<file path="src/hdl/tpz_pkg.sv">
// ----------------------------------------------------------------------------
// tpz_pkg: shared types and constants of the two-touch pinch/zoom detector
// Request, gesture and register codes, table sizes and sequencer states.
// ----------------------------------------------------------------------------
`default_nettype none

package tpz_pkg;

	// table and field sizes
	localparam int MAX_POINTS  = 8;
	localparam int COORD_BITS  = 12;
	localparam int SLOT_BITS   = $clog2(MAX_POINTS);
	localparam int CNT_BITS    = $clog2(MAX_POINTS + 1);
	localparam int ID_BITS     = 8;
	localparam int REG_BITS    = 12;
	localparam int IDX_BITS    = 3;
	localparam int SQ_BITS     = 2 * COORD_BITS;
	localparam int DIST_BITS   = 2 * COORD_BITS + 1;
	localparam int PCOUNT_BITS = 4;
	localparam int GEST_BITS   = 2;
	localparam int REQ_BITS    = 3;

	localparam logic [REG_BITS-1:0] THRESH_RESET = REG_BITS'(50);

	typedef enum logic [REQ_BITS-1:0] {
		REQ_DOWN   = 3'd0,
		REQ_MOVE   = 3'd1,
		REQ_UP     = 3'd2,
		REQ_UPDATE = 3'd3,
		REQ_RESET  = 3'd4
	} req_t;

	typedef enum logic [GEST_BITS-1:0] {
		GEST_NONE  = 2'd0,
		GEST_ZOOM  = 2'd1,
		GEST_PINCH = 2'd2
	} gesture_t;

	typedef enum logic [IDX_BITS-1:0] {
		REG_AREA_LEFT   = 3'd0,
		REG_AREA_TOP    = 3'd1,
		REG_AREA_RIGHT  = 3'd2,
		REG_AREA_BOTTOM = 3'd3,
		REG_THRESHOLD   = 3'd4
	} cfg_reg_t;

	typedef enum logic [2:0] {
		ST_IDLE,
		ST_SCAN,
		ST_APPLY,
		ST_SQX,
		ST_SQY,
		ST_SQT,
		ST_CMP,
		ST_FINISH
	} state_t;

endpackage

`default_nettype wire

</file>
<file path="src/hdl/tpz_sq_unit.sv">
// ----------------------------------------------------------------------------
// tpz_sq_unit: shared absolute-difference square unit
// Registers (|a - b|)^2; reused for dx^2, dy^2 and the threshold square.
// ----------------------------------------------------------------------------
`default_nettype none

module tpz_sq_unit (
	input  wire logic                          clk,
	input  wire logic [tpz_pkg::COORD_BITS-1:0] a,
	input  wire logic [tpz_pkg::COORD_BITS-1:0] b,
	output logic      [tpz_pkg::SQ_BITS-1:0]    sq
);

	logic [tpz_pkg::COORD_BITS-1:0] diff;
	logic [tpz_pkg::SQ_BITS-1:0]    diff_ext;
	logic [tpz_pkg::SQ_BITS-1:0]    sq_q;

	// take the magnitude of the difference
	always_comb begin
		if (a > b) begin
			diff = a - b;
		end else begin
			diff = b - a;
		end
		diff_ext = tpz_pkg::SQ_BITS'(diff);
	end

	// square and register
	always_ff @(posedge clk) begin
		sq_q <= diff_ext * diff_ext;
	end

	assign sq = sq_q;

endmodule

`default_nettype wire

</file>
<file path="src/hdl/two_touch_pinch_zoom_detector.sv">
// An accepted request is scanned one slot per cycle, applied, and for an update
// with two points held squared in SQX, SQY and SQT by the shared square unit
// (used three times) and compared in CMP; FINISH registers the result beat and
// waits out output stall. A new request is taken only when back in IDLE.
// Reset: arst_n clears the table, tracking, last distance and gesture, sets
// the area registers to zero and the threshold to 50.
// ----------------------------------------------------------------------------
// two_touch_pinch_zoom_detector: touch table with pinch/zoom classification
// Holds touch points by id, scans them one slot a cycle under a sequencer and
// compares two-point squared distances through one shared square unit.
// ----------------------------------------------------------------------------
`default_nettype none

module two_touch_pinch_zoom_detector (
	input  wire logic                           clk,
	input  wire logic                           arst_n,
	// configuration write port
	input  wire logic                           cfg_we,
	input  wire logic [tpz_pkg::IDX_BITS-1:0]    cfg_idx,
	input  wire logic [tpz_pkg::REG_BITS-1:0]    cfg_wdata,
	// request channel
	input  wire logic                           in_valid,
	output logic                                in_ready,
	input  wire logic [tpz_pkg::REQ_BITS-1:0]    req_type,
	input  wire logic [tpz_pkg::COORD_BITS-1:0]  pos_x,
	input  wire logic [tpz_pkg::COORD_BITS-1:0]  pos_y,
	input  wire logic [tpz_pkg::ID_BITS-1:0]     touch_id,
	// result channel
	output logic                                out_valid,
	input  wire logic                           out_ready,
	output logic      [tpz_pkg::GEST_BITS-1:0]   gesture,
	output logic                                gesture_found,
	output logic      [tpz_pkg::PCOUNT_BITS-1:0] point_count,
	output logic                                table_full
);

	localparam int NP = tpz_pkg::MAX_POINTS;
	localparam int SB = tpz_pkg::SLOT_BITS;
	localparam int CB = tpz_pkg::COORD_BITS;
	localparam int KB = tpz_pkg::CNT_BITS;
	localparam logic [SB-1:0] LAST_SLOT = SB'(NP - 1);

	// configuration registers
	logic [tpz_pkg::REG_BITS-1:0] left_q, top_q, right_q, bottom_q, thr_q;

	// touch table: valid bits reset, payload undefined until written
	logic [NP-1:0]                  valid_q;
	logic [tpz_pkg::ID_BITS-1:0]    slot_id_q [NP];
	logic [CB-1:0]                  slot_x_q  [NP];
	logic [CB-1:0]                  slot_y_q  [NP];

	// gesture tracking
	logic [tpz_pkg::DIST_BITS-1:0]  last_q;
	logic                           tracking_q;
	tpz_pkg::gesture_t              gest_q;

	// latched request
	tpz_pkg::req_t                  req_q;
	logic [CB-1:0]                  x_q, y_q;
	logic [tpz_pkg::ID_BITS-1:0]    id_q;

	// scan results
	logic [SB-1:0]                  idx_q;
	logic                           match_q, free_q;
	logic [SB-1:0]                  match_idx_q, free_idx_q;
	logic [KB-1:0]                  cnt_q;
	logic [CB-1:0]                  xa_q, ya_q, xb_q, yb_q;

	// distance arithmetic
	logic [tpz_pkg::DIST_BITS-1:0]  acc_q;
	logic                           dropped_q;

	// output register
	logic                           out_valid_q;
	tpz_pkg::gesture_t              out_gest_q;
	logic [tpz_pkg::PCOUNT_BITS-1:0] out_cnt_q;
	logic                           out_full_q;

	// sequencer
	tpz_pkg::state_t                state_q, state_d;
	logic                           accept;
	logic                           out_free;
	logic                           in_area;
	logic [CB-1:0]                  op_a, op_b;
	logic [tpz_pkg::SQ_BITS-1:0]    sq;
	logic [tpz_pkg::DIST_BITS-1:0]  sq_ext;
	logic [KB-1:0]                  pop;

	assign accept   = in_valid && in_ready;
	assign out_free = !out_valid_q || out_ready;
	assign sq_ext   = tpz_pkg::DIST_BITS'(sq);

	// inclusive area check on the latched point
	assign in_area = (x_q >= left_q) && (x_q <= right_q) &&
		(y_q >= top_q) && (y_q <= bottom_q);

	// count held points for the result
	always_comb begin
		pop = '0;
		for (int i = 0; i < NP; i++) begin
			pop = pop + KB'(valid_q[i]);
		end
	end

	// shared square unit operand select
	always_comb begin
		case (state_q)
			tpz_pkg::ST_SQX: begin
				op_a = xa_q;
				op_b = xb_q;
			end
			tpz_pkg::ST_SQY: begin
				op_a = ya_q;
				op_b = yb_q;
			end
			default: begin
				op_a = CB'(thr_q);
				op_b = '0;
			end
		endcase
	end

	tpz_sq_unit u_sq (
		.clk (clk),
		.a   (op_a),
		.b   (op_b),
		.sq  (sq)
	);

	// state register
	always_ff @(posedge clk or negedge arst_n) begin
		if (!arst_n) begin
			state_q <= tpz_pkg::ST_IDLE;
		end else begin
			state_q <= state_d;
		end
	end

	// next state and handshake
	always_comb begin
		state_d  = state_q;
		in_ready = 1'b0;
		case (state_q)
			tpz_pkg::ST_IDLE: begin
				in_ready = 1'b1;
				if (in_valid) begin
					state_d = tpz_pkg::ST_SCAN;
				end
			end
			tpz_pkg::ST_SCAN: begin
				if (idx_q == LAST_SLOT) begin
					state_d = tpz_pkg::ST_APPLY;
				end
			end
			tpz_pkg::ST_APPLY: begin
				if (req_q == tpz_pkg::REQ_UPDATE && cnt_q == KB'(2)) begin
					state_d = tpz_pkg::ST_SQX;
				end else begin
					state_d = tpz_pkg::ST_FINISH;
				end
			end
			tpz_pkg::ST_SQX:    state_d = tpz_pkg::ST_SQY;
			tpz_pkg::ST_SQY:    state_d = tpz_pkg::ST_SQT;
			tpz_pkg::ST_SQT:    state_d = tpz_pkg::ST_CMP;
			tpz_pkg::ST_CMP:    state_d = tpz_pkg::ST_FINISH;
			tpz_pkg::ST_FINISH: begin
				if (out_free) begin
					state_d = tpz_pkg::ST_IDLE;
				end
			end
			default: state_d = tpz_pkg::ST_IDLE;
		endcase
	end

	// configuration writes
	always_ff @(posedge clk or negedge arst_n) begin
		if (!arst_n) begin
			left_q   <= '0;
			top_q    <= '0;
			right_q  <= '0;
			bottom_q <= '0;
			thr_q    <= tpz_pkg::THRESH_RESET;
		end else if (cfg_we) begin
			case (cfg_idx)
				tpz_pkg::REG_AREA_LEFT:   left_q   <= cfg_wdata;
				tpz_pkg::REG_AREA_TOP:    top_q    <= cfg_wdata;
				tpz_pkg::REG_AREA_RIGHT:  right_q  <= cfg_wdata;
				tpz_pkg::REG_AREA_BOTTOM: bottom_q <= cfg_wdata;
				tpz_pkg::REG_THRESHOLD:   thr_q    <= cfg_wdata;
				default: ;
			endcase
		end
	end

	// latch the request beat
	always_ff @(posedge clk) begin
		if (accept) begin
			req_q <= tpz_pkg::req_t'(req_type);
			x_q   <= pos_x;
			y_q   <= pos_y;
			id_q  <= touch_id;
		end
	end

	// scan one slot a cycle: first match, first free, first two valid points
	always_ff @(posedge clk or negedge arst_n) begin
		if (!arst_n) begin
			idx_q   <= '0;
			match_q <= 1'b0;
			free_q  <= 1'b0;
			cnt_q   <= '0;
		end else if (accept) begin
			idx_q   <= '0;
			match_q <= 1'b0;
			free_q  <= 1'b0;
			cnt_q   <= '0;
		end else if (state_q == tpz_pkg::ST_SCAN) begin
			idx_q <= idx_q + SB'(1);
			if (valid_q[idx_q]) begin
				cnt_q <= cnt_q + KB'(1);
				if (!match_q && slot_id_q[idx_q] == id_q) begin
					match_q <= 1'b1;
				end
			end else if (!free_q) begin
				free_q <= 1'b1;
			end
		end
	end

	// scan payload captures
	always_ff @(posedge clk) begin
		if (state_q == tpz_pkg::ST_SCAN) begin
			if (valid_q[idx_q]) begin
				if (!match_q && slot_id_q[idx_q] == id_q) begin
					match_idx_q <= idx_q;
				end
				if (cnt_q == KB'(0)) begin
					xa_q <= slot_x_q[idx_q];
					ya_q <= slot_y_q[idx_q];
				end else if (cnt_q == KB'(1)) begin
					xb_q <= slot_x_q[idx_q];
					yb_q <= slot_y_q[idx_q];
				end
			end else if (!free_q) begin
				free_idx_q <= idx_q;
			end
		end
	end

	// table valid bits: set on down, clear all on up and reset requests
	always_ff @(posedge clk or negedge arst_n) begin
		if (!arst_n) begin
			valid_q <= '0;
		end else if (state_q == tpz_pkg::ST_APPLY) begin
			case (req_q)
				tpz_pkg::REQ_DOWN: begin
					if (in_area && match_q) begin
						valid_q[match_idx_q] <= 1'b1;
					end else if (in_area && free_q) begin
						valid_q[free_idx_q] <= 1'b1;
					end
				end
				tpz_pkg::REQ_UP, tpz_pkg::REQ_RESET: valid_q <= '0;
				default: ;
			endcase
		end
	end

	// table payload writes
	always_ff @(posedge clk) begin
		if (state_q == tpz_pkg::ST_APPLY) begin
			case (req_q)
				tpz_pkg::REQ_DOWN: begin
					if (in_area && match_q) begin
						slot_id_q[match_idx_q] <= id_q;
						slot_x_q[match_idx_q]  <= x_q;
						slot_y_q[match_idx_q]  <= y_q;
					end else if (in_area && free_q) begin
						slot_id_q[free_idx_q] <= id_q;
						slot_x_q[free_idx_q]  <= x_q;
						slot_y_q[free_idx_q]  <= y_q;
					end
				end
				tpz_pkg::REQ_MOVE: begin
					if (match_q) begin
						slot_x_q[match_idx_q] <= x_q;
						slot_y_q[match_idx_q] <= y_q;
					end
				end
				default: ;
			endcase
		end
	end

	// flag a down with a new id that found no room
	always_ff @(posedge clk) begin
		if (state_q == tpz_pkg::ST_APPLY) begin
			dropped_q <= (req_q == tpz_pkg::REQ_DOWN) && in_area && !match_q && !free_q;
		end
	end

	// accumulate dx^2 + dy^2 from the shared unit
	always_ff @(posedge clk) begin
		if (state_q == tpz_pkg::ST_SQY) begin
			acc_q <= sq_ext;
		end else if (state_q == tpz_pkg::ST_SQT) begin
			acc_q <= acc_q + sq_ext;
		end
	end

	// gesture tracking: above the threshold latch distance and classify against the last one
	always_ff @(posedge clk or negedge arst_n) begin
		if (!arst_n) begin
			last_q     <= '0;
			tracking_q <= 1'b0;
			gest_q     <= tpz_pkg::GEST_NONE;
		end else if (state_q == tpz_pkg::ST_APPLY) begin
			if (req_q == tpz_pkg::REQ_RESET) begin
				gest_q <= tpz_pkg::GEST_NONE;
			end else if (req_q == tpz_pkg::REQ_UPDATE && cnt_q != KB'(2)) begin
				gest_q     <= tpz_pkg::GEST_NONE;
				tracking_q <= 1'b0;
			end
		end else if (state_q == tpz_pkg::ST_CMP && acc_q > sq_ext) begin
			if (tracking_q) begin
				if (acc_q > last_q) begin
					gest_q <= tpz_pkg::GEST_ZOOM;
				end else if (acc_q < last_q) begin
					gest_q <= tpz_pkg::GEST_PINCH;
				end else begin
					gest_q <= tpz_pkg::GEST_NONE;
				end
			end
			last_q     <= acc_q;
			tracking_q <= 1'b1;
		end
	end

	// output valid: load at finish, drop when the beat is taken
	always_ff @(posedge clk or negedge arst_n) begin
		if (!arst_n) begin
			out_valid_q <= 1'b0;
		end else if (state_q == tpz_pkg::ST_FINISH && out_free) begin
			out_valid_q <= 1'b1;
		end else if (out_ready) begin
			out_valid_q <= 1'b0;
		end
	end

	// output payload
	always_ff @(posedge clk) begin
		if (state_q == tpz_pkg::ST_FINISH && out_free) begin
			out_gest_q <= gest_q;
			out_cnt_q  <= tpz_pkg::PCOUNT_BITS'(pop);
			out_full_q <= dropped_q;
		end
	end

	assign out_valid     = out_valid_q;
	assign gesture       = out_gest_q;
	assign gesture_found = (out_gest_q != tpz_pkg::GEST_NONE);
	assign point_count   = out_cnt_q;
	assign table_full    = out_full_q;

endmodule

`default_nettype wire

</file>
<file path="config.mk">
export PLATFORM = sky130hd
export DESIGN_NAME = two_touch_pinch_zoom_detector
export DESIGN_NICKNAME = d
export VERILOG_FILES = /design/src/hdl/tpz_pkg.sv /design/src/hdl/tpz_sq_unit.sv /design/src/hdl/two_touch_pinch_zoom_detector.sv
export SDC_FILE = /design/constraint.sdc
export NUM_CORES = 1
export LEC_CHECK = 0
export BUFFER_PORTS_ARGS = -buffer_cell sky130_fd_sc_hd__buf_2
export CAP_MARGIN = 5
export CORE_AREA = 2 2 303 305
export DETAILED_ROUTE_END_ITERATION = 8
export DIE_AREA = 0 0 305 307
export GPL_TIMING_DRIVEN = 0
export MAX_ROUTING_LAYER = met4
export PLACE_DENSITY = 0.53
export SLEW_MARGIN = 40
export SYNTH_ARGS = -nofsm -noshare
export SYNTH_HDL_FRONTEND = slang
export SYNTH_SLANG_ARGS = --single-unit
</file>
<file path="constraint.sdc">
create_clock -name clk -period 11.7 [get_ports clk]
set_clock_uncertainty 0.15 [all_clocks]
set_input_delay 1.755 -clock clk [delete_from_list [all_inputs] [get_ports clk]]
set_output_delay 1.755 -clock clk [all_outputs]
set_load 0.02 [all_outputs]
</file>
# Word level (Yosys, flattened, before mapping)
# Memories as Yosys holds them, arrays and structs flattened.
# Index checks and enable logic that the tools add are counted.
# op_classes
add_sub_neg	12
muxes	69
n_eq_ne	28
multipliers	1
bitwise_logic	8
order_cmp	13
reduce_logical	54
# ops
operator	count
$mux 12	5
$mux 24	2
$pmux 12 s2	2
$mux 1	33
$mux 3	9
$add 25x24->25	1
$gt 25x24->1	1
$gt 25x25->1	1
$lt 25x25->1	1
$ge 12x12->1	2
$le 12x12->1	2
$mul 12x12->24	1
$mux 8	3
$pmux 3 s8	1
$reduce_and 3->1	8
$reduce_or 12->1	2
$sub 12x12->12	2
$eq 3x3->1 const B	7
$eq 3x2->1 const B	6
$reduce_bool 2->1	9
$add 4x1->4	4
$logic_and 1x1->1	16
$or 8x8->8	2
$pmux 8 s2	1
31 further kinds	64
# totals
mem_bits_rw	256
output_inout_bits	10
n_memories	3
reg_bits	255
in_bits	55
wordCells	220
# mem_list
name	words	width	read_ports	rd_clocked_by_memory_dff	wr	line_no	source
slot_x_q	8	12	1	0	1	two_touch_pinch_zoom_detector.sv:49	logic [CB-1:0] slot_x_q [NP];
slot_y_q	8	12	1	0	1	two_touch_pinch_zoom_detector.sv:50	logic [CB-1:0] slot_y_q [NP];
slot_id_q	8	8	1	0	1	two_touch_pinch_zoom_detector.sv:48	logic [tpz_pkg::ID_BITS-1:0] slot_id_q [NP];

# Logic depth before layout (Yosys ltp)
# logic_depth
ltp_word	12
depth_mapped	38
ltp_nobuf	34

# By module
# A second synthesis with hierarchy kept.
# unflattened
cells_unflattened	2239
area_unflattened_um2	28070.7
# by_module_without_submodules
module	instances	area_each_um2	seq_area_each_um2	cells_each
two_touch_pinch_zoom_detector	1	22420.3	14072.2	1586
tpz_sq_unit	1	5650.4	460.4	653

# Worst setup path before layout
# Ideal clock, no wire load.
# synth_path
kind	flip-flop to flip-flop
startpoint	reg state_q[1]
endpoint	reg u_sq.sq_q (netlist bit u_sq.sq[17])
setup_slack_ns	2.915
t_arrival_ns	8.563
n_path_buf	3
t_required_ns	11.478
synth_period_minus_slack_ns	8.785
stages_incl_launch_ff	34
setup_ns	0.072
cell_sequence	dfrtp_1 -> clkbuf_1 -> nand2b_1 -> or2_2 -> clkbuf_1 -> and3_1 -> a221oi_1 -> inv_1 -> fa_1 -> a211oi_1 -> o211ai_2 -> nand4b_2 -> and2_4 -> mux2_2 -> a31o_2 -> xnor2_2 -> buf_4 -> fa_1 -> inv_1 -> fa_1 -> inv_1 -> fa_1 -> inv_1 -> fa_1 -> inv_1 -> fa_1 -> inv_1 -> ha_1 -> a2111oi_0 -> o311ai_0 -> a21o_1 -> a21o_1 -> a21oi_1 -> xnor2_1
# synth_via
elab_chain_len	5
word_cells_on_any_way	9
cone_classes	add/sub (2); mul (1); order compare (1); eq/ne (2); mux (3)
# synth_rtl
item	line_no	source
start, declared	two_touch_pinch_zoom_detector.sv:80	tpz_pkg::state_t state_q, state_d;
start signal, assigned	two_touch_pinch_zoom_detector.sv:133	state_q <= tpz_pkg::ST_IDLE;
start signal, assigned	two_touch_pinch_zoom_detector.sv:135	state_q <= state_d;
$eq 3x3->1 or $eq 3x2->1 (tied branches)	two_touch_pinch_zoom_detector.sv:107	case (state_q)
$pmux 12 s2	two_touch_pinch_zoom_detector.sv:107	
$sub 12x12->12, or another cell as far along	tpz_sq_unit.sv:23	diff = b - a;
$mux 12 *	tpz_sq_unit.sv:20	if (a > b) begin
$mul 12x12->24 *	tpz_sq_unit.sv:30	sq_q <= diff_ext * diff_ext;
end signal, assigned	tpz_sq_unit.sv:30	
end, declared	tpz_sq_unit.sv:16	logic [tpz_pkg::SQ_BITS-1:0] sq_q;
# Mark *: on every way between the ends. The rest lies on a longest branch, timed or not.
# A chain may end at the register's enable or synchronous reset.

# Final worst setup path
# layout_path
startpoint	reg state_q[1]
endpoint	reg u_sq.sq_q (netlist bit u_sq.sq[23])
# The elaborated chain is that of the path after synthesis.

==> summary.txt <==
Routing
  – Via count: 17,500
  – Vias/cell: 4.85
  – Post-DR wirelength/cell: 18.1 µm
  – Residual DRC: 0
  – DRT iter0 DRCs: 1,169
  – TritonRoute pass-1 iters: 5
  – Routed Antenna Nets: 0
  – Final wirelength: 65,600 µm

Yosys
  – Average size of a mapped cell: 12.5 µm²
  – Ranking of synthesized cells by area: edfxtp_1 41%, dfrtp_1 9.5%, ha_1 9.3%
  – Register area share after synthesis: 0.522
  – Post-synth EDFFs: 377
  – Cell variety after synth: 88
  – Synth top cells by count: 377 x edfxtp_1, 297 x inv_1, 208 x ha_1
  – Post-Syn Area: 27,900 µm²
  – Synth top area share: 0.406
  – Most common cell in the netlist: edfxtp_1
  – Main flop type after synthesis: edfxtp_1
  – Post-Synthesis Cells: 2,226
  – Synth area leader: edfxtp_1
  – Post-synth ARST share: 0.214
  – Synth warn: 0
  – Flops & latches, synth: 510
  – Syn Nets: 2,577

STA
  – Hold Fails Final Rpt: 0
  – Setup TNS: 0 ps
  – Worst setup margin: 1120 ps
  – Final setup fails: 0
  – Fmax: 94.5 MHz
  – Slew Limit Fails: 0
  – Worst-Margin Slew: 806 ps
  – Final min period: 10,580 ps
  – Final Cycle Share: 0.905
  – Rel. slew slack: 0.452
  – RSZ-0062 raised after global routing: no

Global routing
  – Overall global routing resource usage: 0.144
  – Vias in the first global route: 18,200
  – First-pass GRT wire length: 103,000 µm
  – Largest net degree at the start of global routing: 65
  – Grt total ovfl: 0
  – Initial antenna violation count: 2

Cells and area
  – Non-filler instance count after layout: 3,619
  – Layout cells sized above 1: 0.166
  – Post-layout nets: 2,736
  – P&R area growth vs syn: 15.0%
  – Seq. cell area: 14,500 µm²
  – Fill count: 8,789
  – Multi-input gate area: 12,000 µm²
  – Fin area: 32,000 µm²

Die
  – Die height: 307 µm
  – I/O pins: 65
  – Row count: 111
  – Starting density of the core: 0.307
  – Core area: 90,700 µm²
  – Die width: 305 µm
  – Die area: 93,600 µm²

Setup path
  – Reg2reg path depth: 33
  – Worst EP arrival: 10,960 ps
  – Worst Path Required: 12,070 ps
  – Maximum fanout along the worst path: 10
  – CP dominant cell by count: fa_1
  – Setup Crit Path Kind: reg -> reg
  – Max stage delay cell, worst path: o311ai_0
  – Crit. End Element: flop
  – CP startpoint kind: flop
  – Largest stage delay on the critical path: 720 ps

CTS
  – Clk_lat worst skew: 660 ps
  – Total CTS buffers: 55
  – Clock Sinks: 510
  – H-tree Lvls: 2
  – CTS Root Cell: clkbuf_16
  – CTS hold repair buffers: 0
  – Post-cts sizing count: 0
  – CTS tree: built
  – Postcts setup bufs: 0
  – Clk buf depth: 3
  – Clock slew seen by the registers of the worst setup and hold paths: 60 ps

Min path
  – Hold Path Class: reg -> reg
  – Hold path cells: 0

Flow run
  – Max Cap Violations: 0

Placed design
  – GP Congestion: 0.852
  – Post-DP HPWL: 48,800 µm
  – Place WS: 974 ps
  – Inst Count DP: 3,514
  – Post-DP Area: 30,100 µm²
  – Number of buffers added on ports: 64

Run status
  – Status: complete, no violations
==> metal layers <==
metal | GRT usage | vias to the layer above | part of all wire
met2 | 0.238 | 338 | 0.49
li1 | - | 8231 | -
met1 | 0.188 | 8878 | 0.45
met4 | 0.0423 | 0 | 0.026
met3 | 0.0172 | 98 | 0.041
met5 | - | - | 0
==> per-stage QoR <==
| stage | utilization | hold slack, ps |
|---|---|---|
| CTS | 0.353 | 303 |
| floorplan | - | 250 |
| detailed placement | 0.332 | 284 |
| finish | 0.353 | 295 |
| global route | 0.353 | 311 |
| global placement | 0.327 | 281 |
==> registers in the layout, summed over array words and instances (netlist names), 23 cells and up <==
register	flops
acc_q	25
slot_y_q	96
last_q	25
slot_x_q	96
slot_id_q	64
u_sq.sq	23
==> cell families after synthesis <==
group	count (synthesis)	share of synthesized area
DFF	510	0.522
and+or+nand+nor	481	0.0825
buffers and inverters	369	0.0520
AOI/OAI and AO/OA	359	0.0806
adders and majority gates	296	0.157
muxes	150	0.0861
xor gates and xnor gates	61	0.0203
==> critical path: cells and delay by family, from the launching register on <==
family,cells,cell delay (ps)
AOI/OAI and AO/OA,6,1930
xor gates and xnor gates,2,680
adders and majority gates,7,3340
buffers and inverters,10,2260
DFF,1,330
muxes,1,100
and+or+nand+nor,7,1710
==> placed cells by master, fill, tap and decap left out, types with 6 or more instances in the layout <==
| cell | Yosys | layout |
|---|---|---|
| clkbuf_16 | 0 | 57 |
| nor4_1 | 11 | 11 |
| nor2_1 | 131 | 127 |
| fa_1 | 88 | 88 |
| or2_2 | 8 | 8 |
| edfxtp_1 | 377 | 377 |
| mux4_2 | 66 | 66 |
| a211o_1 | 7 | 7 |
| buf_4 | 4 | 27 |
| nand4_1 | 19 | 19 |
| a21oi_1 | 96 | 93 |
| clkinv_2 | 0 | 9 |
| buf_2 | 6 | 85 |
| a22oi_1 | 12 | 12 |
| and3_1 | 11 | 10 |
| o211ai_1 | 15 | 15 |
| o21bai_1 | 13 | 13 |
| mux2_2 | 57 | 57 |
| dfrtp_1 | 106 | 106 |
| dfxtp_1 | 24 | 24 |
| nand3_1 | 19 | 19 |
| clkbuf_8 | 1 | 9 |
| mux2i_1 | 27 | 26 |
| inv_1 | 297 | 296 |
| ha_1 | 208 | 208 |
| xnor2_1 | 35 | 34 |
| o21ai_0 | 112 | 112 |
| clkbuf_1 | 42 | 53 |
| nor3_1 | 28 | 23 |
| buf_6 | 4 | 6 |
| nand2b_1 | 23 | 23 |
| clkinvlp_4 | 0 | 6 |
| nand2_1 | 164 | 164 |
| o21a_1 | 12 | 12 |
| a31oi_1 | 9 | 9 |
| a21o_1 | 26 | 26 |
| a211oi_1 | 10 | 10 |
| xor2_1 | 22 | 21 |
| nor2b_1 | 18 | 18 |
==> layout make-up <==
type	instances	area share
sequential	510	0.454
inverter	301	0.0353
antenna	1	0.0000781
clock inverter	27	0.0112
clock buffer	77	0.0494
timing repair buffer	102	0.0196
multi-input combinational	1347	0.374
tap	1186	0.0463
buffer	68	0.0103
==> worst paths after layout <==
check | startpoint | slack (ps) | end
worst max-delay path | state_q[1] | 1120 | u_sq.sq[23]
worst min-delay path | dropped_q | 300 | table_full
worst max register to register | state_q[1] | 1120 | u_sq.sq[23]
worst min register to register | dropped_q | 300 | table_full
max in group asynchronous | arst_n | 9740 | last_q[9]
min in group asynchronous | arst_n | 840 | right_q[4]
Power is left out: the tool's default activity adds up to more than one toggle a clock period on the data nets, which glitch-free logic cannot reach.
